==> config.mk <==
export PLATFORM = sky130hd
export DESIGN_NAME = cdq_ctrl
export DESIGN_NICKNAME = d
export VERILOG_FILES = /design/src/rtl/core/cdq_pkg.sv /design/src/rtl/core/cdq_ctrl.sv
export SDC_FILE = /design/constraint.sdc
export NUM_CORES = 1
export LEC_CHECK = 0
export ABC_AREA = 1
export ABC_CLOCK_PERIOD_IN_PS = 900
export BUFFER_PORTS_ARGS = -buffer_cell sky130_fd_sc_hd__buf_2
export CORE_AREA = 2 2 39 41
export CTS_BUF_LIST = sky130_fd_sc_hd__clkbuf_8
export CTS_CLUSTER_DIAMETER = 30
export DETAILED_ROUTE_END_ITERATION = 12
export DIE_AREA = 0 0 41 43
export PLACE_DENSITY = 0.3
export SLEW_MARGIN = 20
export SYNTH_ARGS = -nofsm -noshare
export SYNTH_HDL_FRONTEND = slang
export SYNTH_SLANG_ARGS = --single-unit
==> constraint.sdc <==
create_clock -name clk_i -period 0.9 [get_ports clk_i]
set_input_delay 0.18 -clock clk_i [delete_from_list [all_inputs] [get_ports clk_i]]
set_output_delay 0.18 -clock clk_i [all_outputs]
set_load 0.01 [all_outputs]
==> src/rtl/core/cdq_pkg.sv <==
// Shared types and codes for the circular deque block.
// Holds the operation codes and the request and response word layouts.
// Depends on nothing; every module of the block imports it.
`timescale 1ns / 1ps

package cdq_pkg;

  // Width of the capacity register.
  localparam int unsigned CAP_W = 11;
  // Width of one stored word.
  localparam int unsigned WORD_W = 32;

  typedef enum logic [2:0] {
    MODE_PUSH_FRONT = 3'd0,
    MODE_PUSH_BACK  = 3'd1,
    MODE_POP_FRONT  = 3'd2,
    MODE_POP_BACK   = 3'd3,
    MODE_QUERY      = 3'd4
  } cdq_mode_e;

  typedef struct packed {
    logic [2:0]               mode;
    logic signed [WORD_W-1:0] value;
  } cdq_in_t;

  typedef struct packed {
    logic                     ok;
    logic signed [WORD_W-1:0] front_value;
    logic signed [WORD_W-1:0] rear_value;
    logic                     is_empty;
    logic                     is_full;
  } cdq_out_t;

  // Commands from the controller to the datapath.
  typedef struct packed {
    logic exec;  // apply the accepted request to indices, count and store
    logic rd;    // read the front and rear entries
    logic load;  // load the response register
  } cdq_cmd_t;

endpackage

==> src/rtl/core/cdq_ctrl.sv <==
// Controller of the circular deque block: sequences accept, read and respond.
// Depends on cdq_pkg; drives the command struct of cdq_dp.
`timescale 1ns / 1ps

module cdq_ctrl
  import cdq_pkg::*;
(
  input  logic     clk_i,
  input  logic     rst_ni,
  input  logic     in_valid_i,
  output logic     in_ready_o,
  output logic     out_valid_o,
  input  logic     out_ready_i,
  output cdq_cmd_t cmd_o
);

  typedef enum logic [1:0] {
    ST_IDLE,
    ST_READ,
    ST_RESP
  } state_e;

  state_e state_q;
  logic   out_valid_q;

  assign in_ready_o  = (state_q == ST_IDLE);
  assign out_valid_o = out_valid_q;

  always_comb begin
    cmd_o      = '0;
    cmd_o.exec = in_valid_i && (state_q == ST_IDLE);
    cmd_o.rd   = (state_q == ST_READ);
    cmd_o.load = (state_q == ST_RESP) && (!out_valid_q || out_ready_i);
  end

  always_ff @(posedge clk_i or negedge rst_ni) begin
    if (!rst_ni) begin
      state_q     <= ST_IDLE;
      out_valid_q <= 1'b0;
    end else begin
      if (cmd_o.load) begin
        out_valid_q <= 1'b1;
      end else if (out_ready_i) begin
        out_valid_q <= 1'b0;
      end
      case (state_q)
        ST_IDLE: begin
          if (in_valid_i) begin
            state_q <= ST_READ;
          end
        end
        ST_READ: begin
          state_q <= ST_RESP;
        end
        ST_RESP: begin
          if (cmd_o.load) begin
            state_q <= ST_IDLE;
          end
        end
        default: begin
          state_q <= ST_IDLE;
        end
      endcase
    end
  end

endmodule

==> metrics.md, run 1 <==
| Metric | Value |
|---|---|
| Run status | finished with violations |
| Failing checks | negative setup slack |
| Antenna Cells | 0 |
| Top delay family on crit path | flip-flops |
| Average wire per standard cell | approximately 8.5 um |
| Startpoint Class | register |
| Total gr overflow | 0 |
| Slew Limit Fails | 0 |
| Initial DRC Count | 7 |
| Slowest cell delay on critical path | ~0.41 ns |
| CP Max Fanout | 3 |
| Total core area | approximately 1400 um^2 |
| Vias in the first global route | around 170 |
| Final nets | 38 |
| Synth Register Bits | 3 |
| Worst skew pair latency | 0.22 ns |
| Hold Path Depth | 2 |
| Die Footprint | ~1800 um^2 |
| Leak | 0.156 nW |
| Slowest stage cell, crit path | dfrtp_1 |
| YS warnings | 0 |
| Drt drc | 0 |
| # rows | 14 |
| Worst hold path startpoint | out_ready_i |
| Synth Cell Area | around 140 um^2 |
| Growth of design area from synthesis to finish | 114% |
| Clk sinks | 3 |
| Die H | 43 um |
| Pwr per Cell Area | a little over 3000 nW/um^2 |
| CP endpoint kind | output pin |
| Endpoints failing setup | 6 |
| Detail Route Antenna Nets | 0 |
| Final wirelength | ~420 um |
| Depth of the worst register-to-register path | 5 |
| Detailed placement HPWL | between 200 and 300 um |
| Maxcap violations | 0 |
| Hold_ws | around 0.18 ns |
| Via Count | roughly 160 |
| Cell variety after synth | 8 |
| Final Cycle Share | 129% |
| Final Util | roughly 22% |
| R2r setup slk | -0.01 ns |
| Global-route wire length before repair | between 700 and 800 um |
| Hold Path Class | in -> reg |
| Initial Util | around a tenth |
| Crit path time final | 1.16 ns |
| Syn Nets | 22 |
| Routability cong. | 0.560 |
| Die X | approximately 40 um |
| Slack of the critical path | -0.264 ns |
| Clock-pin slew on the worst setup and hold paths | roughly 0.03 ns |
| Total power | 0.000944 W |
| Largest net degree at the start of global routing | 7 |
| Port Buffer Count | 8 |
| RSZ-0062 raised after global routing | yes |
| Data required, critical path | between 0.7 and 0.8 ns |
| Crit path kind | reg -> out |
| Reg2reg start | state_q[0]$_DFFE_PN0P_ |
| Fin Clk Skew | ~0.0027 ns |
| H-tree depth | 1 |
| Fmax | between 800 and 900 MHz |
| Syn_area_per_cell | about 7.9 um^2 |
| Slew margin rel. | around nine tenths |
| Worst-Margin Slew | between 0.15 and 0.2 ns |
| Cells along the critical path | inv_2 > nand2_2 > nor2_1 > buf_2 |
| Worst path buffer plus inverter count | 2 |
| CTS Buf Count | 3 |
| Share of cells above drive strength 1 | 60.6% |
| Clk root buf | clkbuf_8 |
| WP depth | 4 |
| CTS Buffer Depth | 2 |
| DR pass1 iterations | 4 |
| Reg-to-reg critical path endpoint | state_q[1]$_DFFE_PN0P_ |
| Peak VDD IR | about 0.0013 V |
| Total track usage | 7.06% |
| Endpoints failing hold | 0 |
| Initial antenna violation count | 0 |
| Arrival time at the worst endpoint | roughly 0.98 ns |
| Syn Inst Count | 18 |
| DR vias/cell | roughly 3.2 |
| WHS Endpoint | out_valid_o$_DFFE_PN0P_ |
| CTS tree | yes |
| Pre-CTS setup slack | -0.0552 ns |
| Register area share after synthesis | approximately 53% |
| IO Pins | 9 |
-- power by group --
group / internal [W] / switching [W]
logic: 0.000165 / 0.000159
clock network: 0.000291 / 0.0000924
registers: 0.000182 / 0.0000555
-- Yosys cell counts --
cell / number / area [um^2]
inv_2: 1 / 3.75
nor3b_1: 2 / 15.0
nor2_1: 4 / 15.0
nand2_1: 3 / 11.3
inv_1: 3 / 11.3
nor2_2: 1 / 6.26
dfrtp_1: 3 / 75.1
o21ai_0: 1 / 5.00
-- metal layers --
layer	GRT usage, %	wire length [um]	vias to the layer above
met5	0	0	-
met4	6.00	0	0
met3	7.85	68	0
met2	7.19	160	11
met1	7.49	185	65
li1	-	-	83
-- worst reg2reg max path, cell delays in order (launching register included) --
cell and delay, ns:
dfrtp_1 0.41, buf_6 0.14, buf_6 0.11, nor2_4 0.08, nand2_1 0.05, nand2_1 0.06
-- through the flow --
stage          cells  setup TNS [ns]  instance area, um^2
5_1_grt           49           -1.33                  305
3_3_place_gp      43         -0.0674                  215
3_5_place_dp      43         -0.0952                  215
2_1_floorplan     18               0                  148
4_1_cts           49           -1.08                  282
6_report          49          -0.989                  305
-- cell type report --
type                    instances  area, um^2
clock inverters                 1        3.75
inverters                       4        15.0
fillers                       150        1080
repair buffers                 11        78.8
well taps                      16        20.0
multi-input cells              11        70.1
flip-flops and latches          3        76.3
clock buffers                   3        41.3
-- cell families after synthesis --
family          synth area share (%)
simple gates                    33.3
buf+inv                         10.5
flops                           52.6
compound gates                  3.51
-- worst max-delay path by stage --
stage	endpoint	startpoint	slack (ns)
after floorplan	cmd_o[0]	state_q[0]$_DFFE_PN0P_	0.009
after global placement	cmd_o[0]	state_q[0]$_DFFE_PN0P_	-0.04
after detailed placement	cmd_o[0]	state_q[0]$_DFFE_PN0P_	-0.06
after CTS	cmd_o[0]	state_q[0]$_DFFE_PN0P_	-0.26
after global routing	cmd_o[2]	state_q[1]$_DFFE_PN0P_	-0.30
final	cmd_o[0]	state_q[0]$_DFFE_PN0P_	-0.26
-- sequential cells by signal, summed over array words and instances (netlist names) --
| signal | flops |
|---|---|
| state_q | 2 |
| out_valid_o | 1 |
-- timing repair --
| action | 4_1_cts | 5_1_grt |
|---|---|---|
| hold buffers | 1 | 0 |
| pin swaps | 3 | 2 |
| resized for setup | 2 | 6 |
| buffers inserted | 1 | 0 |
| endpoints found under the setup margin | 5 | 7 |
| endpoints found under the hold margin | 3 | 0 |
-- cell usage in the layout, fill, tap and decap left out, types with 2 or more instances in the layout --
master,synthesis,final
buf_2,0,7
inv_1,3,4
clkbuf_8,0,3
buf_6,0,3
nor2_2,1,2
nor2_1,4,2
nand2_1,3,2
dfrtp_1,3,2
Note: power is estimated with default switching activity, not from simulation.
==> inputs of run 2 (changes only) <==
ABC_CLOCK_PERIOD_IN_PS = 1100   (was 900)
clock period = 1.1 ns   (was 0.9 ns; I/O delays follow)
==> run 2 against run 1 <==
The flow still finishes with violations (negative setup slack); wire length decreased by 7.5%; final cell count is 2.0% lower; critical path type unchanged; largest cell class is now registers; sequential share of layout area is 3.2 points higher; clock-buffer cell count unchanged.
==> metrics.md, run 2 (synthesized netlist as in run 1, its figures left out) <==
| Metric | Value |
|---|---|
| Via Count | 156 |
| Total track usage | under 10% |
| Final nets | 37 |
| Run status | finished with violations |
| Post-Place Cells | 42 |
| Clk root buf | clkbuf_8 |
| Data required, critical path | 0.88 ns |
| Worst skew pair latency | 0.22 ns |
| Top layer in use | met4 |
| Growth of design area from synthesis to finish | 93.0% |
| Worst-Margin Slew | around 0.15 ns |
| Top delay family on crit path | flip-flops |
| Slowest stage cell, crit path | dfrtp_2 |
| Arrival time at the worst endpoint | roughly 0.97 ns |
| Worst path buffer plus inverter count | 2 |
| Pwr per Cell Area | around 2600 nW/um^2 |
| Routed length on met1 | ~190 um |
| Peak VDD IR | approximately 0.001 V |
| Drt drc | 0 |
| Met3 WL | 72 um |
| Final non-filler cell total | between 40 and 50 |
| Vias in the first global route | 141 |
| Fmax | roughly 840 MHz |
| Detailed placement HPWL | 247 um |
| P_sw | 0.000225 W |
| # rows | 14 |
| CTS tree | yes |
| Setup_tns | -0.207 ns |
| Total core area | 1380 um^2 |
| Cell Int Power | between 0.0004 and 0.0005 W |
| Detail Route Antenna Nets | 0 |
| Port Buffer Count | 8 |
| Hold_ws | approximately 0.23 ns |
| Clk sinks | 3 |
| Largest net degree at the start of global routing | 6 |
| Startpoint Class | register |
| Seq pwr share | between 20% and 30% |
| Biggest register | state_q |
| Initial Util | 10.3% |
| Final wirelength | around 380 um |
| CTS Buffer Depth | 2 |
| Slack of the critical path | -0.0905 ns |
| Clock group share of total power | 44.3% |
| CP endpoint kind | output pin |
| Failing checks | negative setup slack |
| Cells along the critical path | inv_2 > nand2_2 > nor2_1 > buf_2 |
| Comb power frac | 28.8% |
| Clock-pin slew on the worst setup and hold paths | around 0.030 ns |
| Endpoints failing setup | 3 |
| Endpoints failing hold | 0 |
| Hold Path Class | in -> reg |
| IO Pins | 9 |
| Leak | roughly 0.15 nW |
| Commonest cells after routing, fill and taps aside | 8 x buf_2, 4 x nor2_1, 4 x inv_1 |
| Fin area | between 200 and 300 um^2 |
| RSZ-0062 raised after global routing | yes |
| Routability cong. | 0.537 |
| Slowest cell delay on critical path | approximately 0.43 ns |
| Initial antenna violation count | 0 |
| CP Max Fanout | 5 |
| Crit path time final | 1.19 ns |
| Total gr overflow | 0 |
| Antenna Cells | 0 |
| Fin Clk Skew | ~0.0024 ns |
| DR pass1 iterations | 1 |
| H-tree depth | 1 |
| DR vias/cell | 3.25 |
| Switching share of power | around a third |
| Maxcap violations | 0 |
| Metal2 WL | 114 um |
| Crit path kind | reg -> out |
| Placement Cell Area | between 200 and 250 um^2 |
| Global-route wire length before repair | approximately 610 um |
| CTS Buf Count | 3 |
| Max reg flops | 2 |
| Final Cycle Share | 108% |
| Die X | between 40 and 50 um |
| Share of cells above drive strength 1 | 56.3% |
| Most common cell after layout, fill and taps aside | buf_2 |
| Slew margin rel. | between 80 and 90% |
| Initial DRC Count | 0 |
| Slew Limit Fails | 0 |
| Average wire per standard cell | 8.00 um |
| Die H | 43 um |
| Die Footprint | between 1500 and 2000 um^2 |
[run 2: cell types whose count changed in the layout (fill, tap and decap cells not counted), sizes merged]
cell,delta
buf,-1
[run 2: worst register-to-register path, stage by stage (launching register included)]
cell and delay, ns:
dfrtp_2 0.43, buf_4 0.15, inv_1 0.04, nor2_1 0.03, nand2_1 0.06, nand2_1 0.04
[run 2: worst paths after layout]
path / start / end / slack (ns) / cells after the start
min reg2reg: state_q[0]$_DFFE_PN0P_ / state_q[0]$_DFFE_PN0P_ / 0.50 / 1
max: state_q[0]$_DFFE_PN0P_ / cmd_o[0] / -0.09 / 4
min in group asynchronous: rst_ni / out_valid_o$_DFFE_PN0P_ / 0.33 / 2
min: out_ready_i / out_valid_o$_DFFE_PN0P_ / 0.23 / 2
max in group asynchronous: rst_ni / state_q[0]$_DFFE_PN0P_ / 0.65 / 2
max reg2reg: state_q[1]$_DFFE_PN0P_ / state_q[1]$_DFFE_PN0P_ / 0.24 / 5
[run 2: stage by stage]
| stage | total power (W) | util, % | worst slack (ns) |
|---|---|---|---|
| final | 0.000709 | 19.9 | -0.0905 |
| after global routing | 0.000767 | 19.9 | -0.142 |
| after CTS | 0.000722 | 19.8 | -0.114 |
| after detailed placement | 0.000360 | 14.6 | 0.0976 |
| after global placement | 0.000357 | 14.6 | 0.115 |
| after floorplan | 0.000284 | - | 0.123 |
[run 2: final cells by class]
type                            instances  area, um^2
Fill cell                             154        1110
Sequential cell                         3        77.6
Multi-Input combinational cell         11        60.1
Timing Repair Buffer                   10        57.6
Clock buffer                            3        41.3
Tap cell                               16        20.0
Inverter                                4        15.0
Clock inverter                          1        3.75
[run 2: layer usage]
layer / global-route usage (%) / up-vias
met5: 0 / -
met4: 6.00 / 0
met3: 7.85 / 2
met2: 4.69 / 11
met1: 7.10 / 61
li1: - / 82
[run 2: power by group through the flow]
stage               Sequential (W)  Combinational [W]  Clock [W]
finish                    0.000191           0.000204   0.000314
global route              0.000197           0.000230   0.000339
CTS                       0.000190           0.000207   0.000325
detailed placement        0.000185           0.000175          0
global placement          0.000183           0.000174          0
floorplan                 0.000187          0.0000968          0
[run 2: repair_timing]
| item | 4_1_cts | 5_1_grt |
|---|---|---|
| endpoints found under the hold margin | 3 | 0 |
| cloned | 0 | 0 |
| setup buffers | 1 | 0 |
| endpoints found under the setup margin | 4 | 4 |
| hold buffers | 1 | 0 |
| gates resized for setup | 3 | 1 |
| pin swaps | 2 | 1 |
==> inputs of run 3 (changes only) <==
==> constraint.sdc (replaced) <==
create_clock -name clk_i -period 1.1 [get_ports clk_i]
set_input_delay 0.11 -clock clk_i [delete_from_list [all_inputs] [get_ports clk_i]]
set_output_delay 0.11 -clock clk_i [all_outputs]
set_load 0.01 [all_outputs]
==> run 3 against run 2 <==
The flow now finishes without violations; final cell count is the same; wire length is 0.78% higher; sequential cell count did not move; power is essentially flat; register-to-register slack hardly changed.
==> metrics.md, run 3 (synthesized netlist as in run 1, its figures left out) <==
| Metric | Value |
|---|---|
| Run status | finished, final reports clean |
| Slew margin rel. | 89.7% |
| Depth of the worst register-to-register path | 5 |
| Initial Util | 10.3% |
| Filler cell count | 154 |
| Total core area | 1380 um^2 |
| Initial antenna violation count | 0 |
| Worst skew pair latency | approximately 0.22 ns |
| Reg-to-reg critical path endpoint | state_q[1]$_DFFE_PN0P_ |
| Clk root buf | clkbuf_8 |
| Die H | 43 um |
| CP Max Fanout | 5 |
| CP endpoint kind | output pin |
| Pre-CTS setup slack | 0.208 ns |
| Data required, critical path | between 0.9 and 1 ns |
| Arrival time at the worst endpoint | 0.97 ns |
| Fin area | roughly 280 um^2 |
| Vias in the first global route | 140 |
| Final nets | 37 |
| Peak VDD IR | 0.000981 V |
| Startpoint Class | register |
| Port Buffer Count | 8 |
| CTS Buf Count | 3 |
| Share of cells above drive strength 1 | between 50% and 60% |
| Crit path time final | ~1.1 ns |
| Maxcap violations | 0 |
| Final Cycle Share | 98.5% |
| Multi-input logic area | ~60 um^2 |
| Average wire per standard cell | around 8.1 um |
| Global-route wire length before repair | between 600 and 700 um |
| Hold_ws | between 0.1 and 0.15 ns |
| Slew Limit Fails | 0 |
| Endpoints failing hold | 0 |
| Clock-pin slew on the worst setup and hold paths | about 0.030 ns |
| DR pass1 iterations | 1 |
| H-tree depth | 1 |
| Antenna Cells | 0 |
| Leak | 0.146 nW |
| Hold Path Depth | 2 |
| Drt drc | 0 |
| Most common cell after layout, fill and taps aside | buf_2 |
| Hold Path Class | in -> reg |
| RSZ-0062 raised after global routing | yes |
| Clk sinks | 3 |
| Final Util | between 10% and 20% |
| Via Count | around 160 |
| Die Footprint | 1760 um^2 |
| # rows | 14 |
| Final wirelength | approximately 390 um |
| Detailed placement HPWL | 247 um |
| Detail Route Antenna Nets | 0 |
| Fin Clk Skew | 0.00221 ns |
| Fmax | approximately 920 MHz |
| Reg area | 77.6 um^2 |
| Total gr overflow | 0 |
| Commonest cells after routing, fill and taps aside | 8 x buf_2, 4 x nor2_1, 4 x inv_1 |
| Biggest register | state_q |
| Die X | around 41 um |
| Placement Cell Area | between 200 and 250 um^2 |
| Largest net degree at the start of global routing | 6 |
| CTS tree | yes |
| Pwr per Cell Area | about 2600 nW/um^2 |
| Crit path kind | reg -> out |
| Reg2reg start | state_q[1]$_DFFE_PN0P_ |
| Growth of design area from synthesis to finish | 93.0% |
| Slack of the critical path | approximately 0.016 ns |
| Max reg flops | 2 |
| Worst-Margin Slew | 0.153 ns |
| IO Pins | 9 |
| R2r setup slk | around 0.24 ns |
| CTS Buffer Depth | 2 |
| Endpoints failing setup | 0 |
| Total track usage | roughly 6.1% |
| Initial DRC Count | 0 |
| Routability cong. | around 0.54 |
| WHS Endpoint | out_valid_o$_DFFE_PN0P_ |
| DR vias/cell | 3.29 |
| Worst hold path startpoint | out_ready_i |
run 3: cell counts in the layout (fill, tap and decap cells not counted):
No cell type changed its count.
run 3: how the worst max path moves through the flow:
stage               endpoint                   start  slack [ns]
floorplan           cmd_o[2]  state_q[1]$_DFFE_PN0P_        0.23
global placement    cmd_o[0]  state_q[0]$_DFFE_PN0P_        0.22
CTS                 cmd_o[0]  state_q[0]$_DFFE_PN0P_      -0.005
global route        cmd_o[0]  state_q[0]$_DFFE_PN0P_       -0.03
finish              cmd_o[0]  state_q[0]$_DFFE_PN0P_        0.02
detailed placement  cmd_o[2]  state_q[1]$_DFFE_PN0P_        0.21
run 3: critical path, cell delays in order (launching register included):
cell and delay [ns]:
dfrtp_2 0.43, inv_2 0.08, nand2_2 0.05, nor2_1 0.07, buf_2 0.13
run 3: timing repair:
action	in CTS	in global routing
pin swaps	1	0
hold buffers	1	0
endpoints found under the setup margin	2	3
resized for setup	3	1
buffers inserted	1	0
hold endpoints to repair	3	0
run 3: through the flow:
step | instances | power [W] | TNS (ns)
after detailed placement | 42 | 0.000360 | 0
final | 48 | 0.000709 | 0
after global placement | 42 | 0.000357 | 0
after CTS | 48 | 0.000722 | -0.00488
after global routing | 48 | 0.000766 | -0.0467
after floorplan | 18 | 0.000284 | 0
run 3: final cells by class:
class	count	share of cell area, %
Sequential cell	3	28.2
Multi-Input combinational cell	11	21.8
Timing Repair Buffer	10	20.9
Clock buffer	3	15.0
Tap cell	16	7.27
Inverter	4	5.45
Clock inverter	1	1.36
run 3: routing by layer:
metal | track usage, % | up-vias | routed length, um
li1 | - | 82 | -
met1 | 7.10 | 63 | 192
met2 | 4.69 | 11 | 115
met3 | 7.85 | 2 | 72
met4 | 6.00 | 0 | 8
met5 | 0 | - | 0
run 3: where the power goes:
part / total (W) / switching (W) / internal (W)
combinational: 0.000203 / 0.000108 / 0.0000955
clock: 0.000314 / 0.0000765 / 0.000238
sequential: 0.000191 / 0.0000414 / 0.000150
